$ cat src/rtl/tpt_pkg.sv
package tpt_pkg;

    localparam int PAGE_ENTRIES = 256;
    localparam int TLB_ENTRIES  = 16;
    localparam int OFFSET_W     = 8;

    localparam int ADDR_W    = 16;
    localparam int CNT_W     = 32;
    localparam int PAGE_W    = $clog2(PAGE_ENTRIES);
    localparam int FRAME_W   = $clog2(PAGE_ENTRIES);
    localparam int FCOUNT_W  = FRAME_W + 1;
    localparam int TLB_IDX_W = $clog2(TLB_ENTRIES);

    typedef enum logic {
        ST_IDLE,
        ST_LOOKUP
    } t_state;

    typedef struct packed {
        logic               hit;
        logic [FRAME_W-1:0] frame;
    } t_tlb_lookup;

    typedef struct packed {
        logic               we;
        logic [PAGE_W-1:0]  page;
        logic [FRAME_W-1:0] frame;
    } t_tlb_fill;

endpackage

$ cat src/rtl/tpt_page_map.sv
module tpt_page_map (
    input  logic                        i_clk,
    input  logic                        i_rst_n,
    input  logic                        i_rd_en,
    input  logic [tpt_pkg::PAGE_W-1:0]  i_rd_page,
    input  logic                        i_wr_en,
    input  logic [tpt_pkg::PAGE_W-1:0]  i_wr_page,
    input  logic [tpt_pkg::FRAME_W-1:0] i_wr_frame,
    output logic [tpt_pkg::FRAME_W-1:0] o_rd_frame,
    output logic                        o_rd_valid
);

    logic [tpt_pkg::FRAME_W-1:0]      r_frames [tpt_pkg::PAGE_ENTRIES];
    logic [tpt_pkg::PAGE_ENTRIES-1:0] r_valid_bits;
    logic [tpt_pkg::FRAME_W-1:0]      r_rd_frame;
    logic                             r_rd_valid;

    // frame storage: synchronous read and write, no reset
    always_ff @(posedge i_clk) begin
        if (i_wr_en) begin
            r_frames[i_wr_page] <= i_wr_frame;
        end
        if (i_rd_en) begin
            r_rd_frame <= r_frames[i_rd_page];
        end
    end

    // mapped flags: cleared at once by reset
    always_ff @(posedge i_clk) begin
        if (!i_rst_n) begin
            r_valid_bits <= '0;
            r_rd_valid   <= 1'b0;
        end else begin
            if (i_wr_en) begin
                r_valid_bits[i_wr_page] <= 1'b1;
            end
            if (i_rd_en) begin
                r_rd_valid <= r_valid_bits[i_rd_page];
            end
        end
    end

    assign o_rd_frame = r_rd_frame;
    assign o_rd_valid = r_rd_valid;

endmodule

$ cat src/rtl/tpt_tlb.sv
module tpt_tlb (
    input  logic                       i_clk,
    input  logic                       i_rst_n,
    input  logic [tpt_pkg::PAGE_W-1:0] i_page,
    input  tpt_pkg::t_tlb_fill         i_fill,
    output tpt_pkg::t_tlb_lookup       o_lookup
);

    logic [tpt_pkg::PAGE_W-1:0]    r_tags   [tpt_pkg::TLB_ENTRIES];
    logic [tpt_pkg::FRAME_W-1:0]   r_frames [tpt_pkg::TLB_ENTRIES];
    logic [tpt_pkg::TLB_ENTRIES-1:0] r_valid;
    logic [tpt_pkg::TLB_IDX_W-1:0] r_fifo_ptr;
    logic [tpt_pkg::TLB_IDX_W-1:0] n_fifo_ptr;
    logic [tpt_pkg::TLB_ENTRIES-1:0] match;

    // parallel compare against every entry, lowest match wins
    always_comb begin
        o_lookup = '0;
        for (int i = 0; i < tpt_pkg::TLB_ENTRIES; i++) begin
            match[i] = r_valid[i] && (r_tags[i] == i_page);
        end
        for (int i = tpt_pkg::TLB_ENTRIES - 1; i >= 0; i--) begin
            if (match[i]) begin
                o_lookup.hit   = 1'b1;
                o_lookup.frame = r_frames[i];
            end
        end
    end

    always_comb begin
        if (r_fifo_ptr == tpt_pkg::TLB_IDX_W'(tpt_pkg::TLB_ENTRIES - 1)) begin
            n_fifo_ptr = '0;
        end else begin
            n_fifo_ptr = r_fifo_ptr + 1'b1;
        end
    end

    always_ff @(posedge i_clk) begin
        if (!i_rst_n) begin
            r_valid    <= '0;
            r_fifo_ptr <= '0;
        end else if (i_fill.we) begin
            r_valid[r_fifo_ptr] <= 1'b1;
            r_fifo_ptr          <= n_fifo_ptr;
        end
    end

    always_ff @(posedge i_clk) begin
        if (i_fill.we) begin
            r_tags[r_fifo_ptr]   <= i_fill.page;
            r_frames[r_fifo_ptr] <= i_fill.frame;
        end
    end

endmodule

$ cat src/rtl/tlb_page_table_translation.sv
// An accepted address registers its page, offset and the page map read; in
// ST_LOOKUP the TLB compare resolves the frame and the result is registered to the
// outputs, strobed by o_valid for one cycle. No new address is taken while busy
// (ST_LOOKUP), where the page map result meets the TLB compare and write-back.
// Reset (synchronous, active low) clears TLB and page map valid flags, FIFO
// pointer, frame allocator and counters at once; the receiver cannot stall.
module tlb_page_table_translation (
    input  logic                          i_clk,
    input  logic                          i_rst_n,
    input  logic                          start,
    input  logic [tpt_pkg::ADDR_W-1:0]    i_virtual_address,
    output logic                          busy,
    output logic                          o_valid,
    output logic [tpt_pkg::ADDR_W-1:0]    o_phys_addr,
    output logic                          o_tlb_hit,
    output logic                          o_page_fault,
    output logic [tpt_pkg::CNT_W-1:0]     o_translated_count,
    output logic [tpt_pkg::CNT_W-1:0]     o_hit_count,
    output logic [tpt_pkg::FCOUNT_W-1:0]  o_fault_count
);

    tpt_pkg::t_state                r_state;
    tpt_pkg::t_state                n_state;
    logic [tpt_pkg::PAGE_W-1:0]     r_page;
    logic [tpt_pkg::OFFSET_W-1:0]   r_offset;
    logic [tpt_pkg::FCOUNT_W-1:0]   r_next_frame;
    logic [tpt_pkg::FCOUNT_W-1:0]   n_next_frame;
    logic [tpt_pkg::CNT_W-1:0]      r_total;
    logic [tpt_pkg::CNT_W-1:0]      n_total;
    logic [tpt_pkg::CNT_W-1:0]      r_hits;
    logic [tpt_pkg::CNT_W-1:0]      n_hits;
    logic                           r_valid;
    logic [tpt_pkg::ADDR_W-1:0]     r_pa;
    logic                           r_hit;
    logic                           r_fault;

    logic                           accept;
    logic                           lookup;
    logic                           fault;
    logic [tpt_pkg::FRAME_W-1:0]    frame;
    logic [tpt_pkg::FRAME_W+tpt_pkg::OFFSET_W-1:0] pa_full;
    logic [tpt_pkg::FRAME_W-1:0]    pm_frame;
    logic                           pm_valid;
    tpt_pkg::t_tlb_lookup           tlb_res;
    tpt_pkg::t_tlb_fill             tlb_fill;

    tpt_page_map u_page_map (
        .i_clk      (i_clk),
        .i_rst_n    (i_rst_n),
        .i_rd_en    (accept),
        .i_rd_page  (i_virtual_address[tpt_pkg::OFFSET_W +: tpt_pkg::PAGE_W]),
        .i_wr_en    (fault),
        .i_wr_page  (r_page),
        .i_wr_frame (frame),
        .o_rd_frame (pm_frame),
        .o_rd_valid (pm_valid)
    );

    tpt_tlb u_tlb (
        .i_clk    (i_clk),
        .i_rst_n  (i_rst_n),
        .i_page   (r_page),
        .i_fill   (tlb_fill),
        .o_lookup (tlb_res)
    );

    always_ff @(posedge i_clk) begin
        if (!i_rst_n) begin
            r_state <= tpt_pkg::ST_IDLE;
        end else begin
            r_state <= n_state;
        end
    end

    always_comb begin
        n_state = r_state;
        busy    = 1'b0;
        accept  = 1'b0;
        lookup  = 1'b0;
        unique case (r_state)
            tpt_pkg::ST_IDLE: begin
                accept = start;
                if (start) begin
                    n_state = tpt_pkg::ST_LOOKUP;
                end
            end
            tpt_pkg::ST_LOOKUP: begin
                busy    = 1'b1;
                lookup  = 1'b1;
                n_state = tpt_pkg::ST_IDLE;
            end
            default: begin
                n_state = tpt_pkg::ST_IDLE;
            end
        endcase
    end

    // resolve the frame: TLB first, then page map, else allocate
    always_comb begin
        fault = 1'b0;
        if (tlb_res.hit) begin
            frame = tlb_res.frame;
        end else if (pm_valid) begin
            frame = pm_frame;
        end else begin
            frame = r_next_frame[tpt_pkg::FRAME_W-1:0];
            fault = lookup;
        end

        tlb_fill.we    = lookup && !tlb_res.hit;
        tlb_fill.page  = r_page;
        tlb_fill.frame = frame;

        pa_full = {frame, r_offset};

        n_next_frame = r_next_frame;
        if (fault && (r_next_frame != tpt_pkg::FCOUNT_W'(tpt_pkg::PAGE_ENTRIES))) begin
            n_next_frame = r_next_frame + 1'b1;
        end

        // saturate the running counts
        n_total = (r_total == '1) ? r_total : r_total + 1'b1;
        n_hits  = r_hits;
        if (tlb_res.hit && (r_hits != '1)) begin
            n_hits = r_hits + 1'b1;
        end
    end

    always_ff @(posedge i_clk) begin
        if (!i_rst_n) begin
            r_next_frame <= '0;
            r_total      <= '0;
            r_hits       <= '0;
            r_valid      <= 1'b0;
        end else begin
            r_valid <= lookup;
            if (lookup) begin
                r_next_frame <= n_next_frame;
                r_total      <= n_total;
                r_hits       <= n_hits;
            end
        end
    end

    always_ff @(posedge i_clk) begin
        if (accept) begin
            r_page   <= i_virtual_address[tpt_pkg::OFFSET_W +: tpt_pkg::PAGE_W];
            r_offset <= i_virtual_address[tpt_pkg::OFFSET_W-1:0];
        end
        if (lookup) begin
            r_pa    <= pa_full[tpt_pkg::ADDR_W-1:0];
            r_hit   <= tlb_res.hit;
            r_fault <= fault;
        end
    end

    assign o_valid            = r_valid;
    assign o_phys_addr        = r_pa;
    assign o_tlb_hit          = r_hit;
    assign o_page_fault       = r_fault;
    assign o_translated_count = r_total;
    assign o_hit_count        = r_hits;
    assign o_fault_count      = r_next_frame;

`ifndef SYNTH
    a_accept_goes_busy: assert property (@(posedge i_clk) disable iff (!i_rst_n)
        (start && !busy) |=> busy)
        else $error("accepted transaction did not enter lookup");

    a_lookup_one_cycle: assert property (@(posedge i_clk) disable iff (!i_rst_n)
        busy |=> (!busy && o_valid))
        else $error("lookup did not finish in one cycle with a result");

    a_valid_after_lookup: assert property (@(posedge i_clk) disable iff (!i_rst_n)
        o_valid |-> $past(busy))
        else $error("result strobe without a lookup");

    a_fault_not_hit: assert property (@(posedge i_clk) disable iff (!i_rst_n)
        (o_valid && o_page_fault) |-> (!o_tlb_hit && o_fault_count != '0))
        else $error("page fault flagged on a TLB hit or with zero fault count");
`endif

endmodule

$ cat config.mk
export PLATFORM = sky130hd
export DESIGN_NAME = tlb_page_table_translation
export DESIGN_NICKNAME = d
export VERILOG_FILES = /design/src/rtl/tpt_pkg.sv /design/src/rtl/tpt_page_map.sv /design/src/rtl/tpt_tlb.sv /design/src/rtl/tlb_page_table_translation.sv
export SDC_FILE = /design/constraint.sdc
export NUM_CORES = 2
export LEC_CHECK = 0
export CAP_MARGIN = 20
export CORE_AREA = 2 2 440 442
export DETAILED_ROUTE_END_ITERATION = 12
export DIE_AREA = 0 0 442 444
export DONT_BUFFER_PORTS = 1
export PLACE_DENSITY = 0.78
export SLEW_MARGIN = 20
export SYNTH_ARGS = -nofsm -noshare
export SYNTH_HDL_FRONTEND = slang
export SYNTH_SLANG_ARGS = --single-unit
$ cat constraint.sdc
create_clock -name i_clk -period 33.2 [get_ports i_clk]
set_clock_uncertainty 0.05 [all_clocks]
set_input_delay 6.64 -clock i_clk [delete_from_list [all_inputs] [get_ports i_clk]]
set_output_delay 6.64 -clock i_clk [all_outputs]
set_load 0.01 [all_outputs]
==> out/metrics.cfg <==
[status]
outcome=complete, but fails checks
violations=max-slew violations

[logic_synthesis]
netlist_area_mm2=0.105
muxShareOfSynthArea_pct=15.9
yosys_register_bits=2698
synth_compound_area_share_pct=3.33
synth_flop_cell=edfxtp_1
avgSynthCellArea_um2=19.9
synthSimpleGateAreaFrac_pct=3.79
synthArstFlopShare_pct=0
synthXorXnorAreaFrac_pct=1.56
synth_edf_count=2346
ys_warn_count=0
ys_types=70
syn_nets=5277
synth_fa_ha_area_share_pct=0.0956
synth_top_family_by_area=multiplexers
synth.yosys.seq_area_share_pct=74.0
syn_inst=5250

[pwr]
p_sw_share_pct=20.3
ir_drop_mv=0.0522
p_int_mw=5.59
total_power_mw=7.02
pwr-share-comb_pct=3.8
p_seq_share_pct=52.8
leakagePower_nw=36.6
p_switching_mw=1.42
clockPowerShare_pct=43.4
p_per_area_mw_per_mm2=60.3

[route]
vias=53600
wl_um=252000
first_iter_violations=7360
route.detailed.drc=0
antenna_left=0
vias_per_cell=6.65
avgRoutedWirePerCell_um=31.3
dr.pass1.iters=9

[grt]
top_usage_layer=met2
grt_pass1_vias=53400
grt_use_met2_pct=40.8
grt_max_degree=594
antenna_found_initial=8
grt_use_total_pct=25.6
grt_pass1_wl_um=369000
grt_use_met3_pct=6.47
met1_usage_pct=34.5
overflow=0

[cells_and_area]
drive_above_1_share_pct=23.8
finalNetCount=5355
final_cells=8055
fillers=12500
syn2layout_area_growth_pct=11.2
regArea_mm2=0.0775
multi_input_area_mm2=0.0261

[floorplanning]
fp.dieW_um=442
start_util_pct=54.6
die_h_um=444
dieArea_mm2=0.196
ios=112
row_count=161
core_area_mm2=0.192

[clock_network]
clock_sinks=2698
cts_setup_buffers=0
root_buffer=clkbuf_16
clockBufferDepth=4
cts_tree=done
cts_resized=0
clk-insertion-delay-late_ns=0.94
cts-buffers-inserted=278
cts.hold.buffers_added=0
cts_max_level=5
path_clk_slew_ns=0.07

[worst_setup_path]
reg2reg_from=r_page[6]
critPathKind=in2reg
critPathCaptureType=register
cp-start-kind=primary input
arrival_ns=11.78
cp_common_cell=buf_16
cp_cell_sequence=buf_16, buf_16, buf_16, buf_16, mux4_2, mux4_2, mux4_2, a22oi_1, nand2_1
crit_slowest_cell=mux4_2
regToRegSetupSlack_ns=26.09
crit_fanout=113
crit_family=buffers and inverters
critPathBufInv=4
r2r_cells=13
slowest_delay_ns=0.61
crit_required_ns=33.79
r2r-end=u_page_map.r_frames[70][2]

[timing]
max_slew_margin_pct=-63.3
fmax_mhz=89.4
tightestPinTransition_ns=2.45
tns_ns=0
hold_violations=0
finalSetupViolCount=0
layout_min_cycle_time_ns=11.18
fin_ws_ns=22.02
slew_viol_final=454
fin_crit_sh_pct=33.7
rsz0062_at_grt=no

[placement]
dp_cells=7566
preCtsSetupSlack_ns=23.14
hpwl_um=136000
port_buffers=0
gp_congestion=0.853

[min_path]
hold_depth=0
hold_class=reg2reg
holdPathEnd=o_phys_addr[4]
min_from=r_offset[4]

[run]
cap_violations=0

cell type report:
cell class,count,share of cell area (%)
clock inverter,117,1.08
tap,2526,2.72
antenna,4,0.00860
inverter,20,0.0645
multi-input combinational,2237,22.4
sequential,2698,66.6
timing repair buffer,93,0.756
clock buffer,360,6.40
Yosys cell counts, types with 6 or more instances:
| master | number | area share (%) |
|---|---|---|
| dfxtp_1 | 352 | 6.7 |
| o221ai_1 | 12 | 0.10 |
| nand4_1 | 42 | 0.25 |
| a21oi_1 | 46 | 0.22 |
| mux2i_1 | 41 | 0.39 |
| buf_2 | 33 | 0.16 |
| a211oi_1 | 8 | 0.057 |
| clkbuf_1 | 170 | 0.61 |
| and4_1 | 11 | 0.092 |
| o31ai_1 | 6 | 0.043 |
| o21ai_0 | 44 | 0.21 |
| a22oi_1 | 43 | 0.31 |
| buf_1 | 73 | 0.26 |
| nor4_1 | 26 | 0.16 |
| nand4_4 | 6 | 0.12 |
| o211ai_1 | 7 | 0.050 |
| a222oi_1 | 6 | 0.057 |
| nor2_1 | 318 | 1.1 |
| o22ai_1 | 6 | 0.036 |
| edfxtp_1 | 2346 | 67 |
| or3_1 | 18 | 0.11 |
| nand2b_1 | 6 | 0.036 |
| nor3_1 | 41 | 0.20 |
| nor2b_1 | 21 | 0.13 |
| and2_1 | 10 | 0.060 |
| nand2_1 | 132 | 0.47 |
| buf_6 | 10 | 0.11 |
| a221oi_1 | 15 | 0.13 |
| mux4_2 | 720 | 15 |
| nor2_2 | 52 | 0.31 |
| ha_1 | 8 | 0.096 |
| inv_1 | 19 | 0.068 |
| buf_4 | 8 | 0.057 |
| and3_1 | 18 | 0.11 |
| xor2_1 | 56 | 0.47 |
| nand3_1 | 60 | 0.29 |
| xnor2_1 | 130 | 1.1 |
| o21a_1 | 267 | 1.9 |
metal layers:
metal	wire, µm	up-vias	part of all wire, %
met3	27100	560	11
met2	123000	3356	49
met5	41	-	0.016
li1	-	21600	-
met1	93400	28100	37
met4	8840	6	3.5
flip-flops by register name (all words and copies together), names as in the netlist, 4 cells and up:
| register | cells |
|---|---|
| u_page_map.r_valid_bits | 256 |
| u_tlb.r_frames | 128 |
| r_offset | 8 |
| o_translated_count | 32 |
| u_page_map.o_rd_frame | 8 |
| o_phys_addr | 16 |
| u_tlb.r_valid | 16 |
| r_page | 8 |
| u_page_map.r_frames | 2048 |
| o_hit_count | 32 |
| u_tlb.r_tags | 128 |
| o_fault_count | 9 |
| u_tlb.r_fifo_ptr | 4 |
cell usage in the layout, fill, tap and decap left out, types with 81 or more instances in the layout:
| master | Yosys | final |
|---|---|---|
| o21a_1 | 267 | 267 |
| clkbuf_16 | 0 | 280 |
| buf_4 | 8 | 82 |
| edfxtp_1 | 2346 | 2346 |
| mux4_2 | 720 | 720 |
| nand2_1 | 132 | 131 |
| xnor2_1 | 130 | 130 |
| nor2_1 | 318 | 289 |
| nor2_2 | 52 | 81 |
| dfxtp_1 | 352 | 352 |
worst max-delay path by stage:
stage	depth (start not counted)	start	slack, ns	endpoint
after global routing	9	i_virtual_address[8]	21.69	u_page_map.o_rd_frame[0]
final	9	i_virtual_address[8]	22.02	u_page_map.o_rd_frame[0]
after detailed placement	5	i_virtual_address[8]	23.14	u_page_map.o_rd_frame[7]
after floorplan	12	r_page[7]	17.20	o_phys_addr[9]
after global placement	5	i_virtual_address[8]	23.27	u_page_map.o_rd_frame[7]
after CTS	5	i_virtual_address[8]	24.08	u_page_map.o_rd_frame[0]
through the flow:
stage	cell area, µm²	util (%)	hold slack [ns]
5_1_grt	116000	60.7	0.379
3_3_place_gp	107000	56.0	0.354
2_1_floorplan	105000	-	0.350
6_report	116000	60.7	0.371
4_1_cts	116000	60.6	0.371
3_5_place_dp	107000	56.1	0.357
cells by family after synthesis:
group                    Yosys count
buffers and inverters            315
XOR/XNOR                         186
AO/OA/AOI/OAI                    487
adder cells (fa/ha/maj)            8
flip-flops                      2698
multiplexers                     762
AND/OR/NAND/NOR                  794
power groups by stage:
stage / clock (mW) / combinational, mW / sequential (mW)
3_3_place_gp: 0 / 0.227 / 3.78
2_1_floorplan: 0 / 0.195 / 3.80
6_report: 3.04 / 0.270 / 3.70
4_1_cts: 3.06 / 0.239 / 3.70
3_5_place_dp: 0 / 0.235 / 3.78
5_1_grt: 3.19 / 0.278 / 3.70
Power figures use the tool's default switching activity.
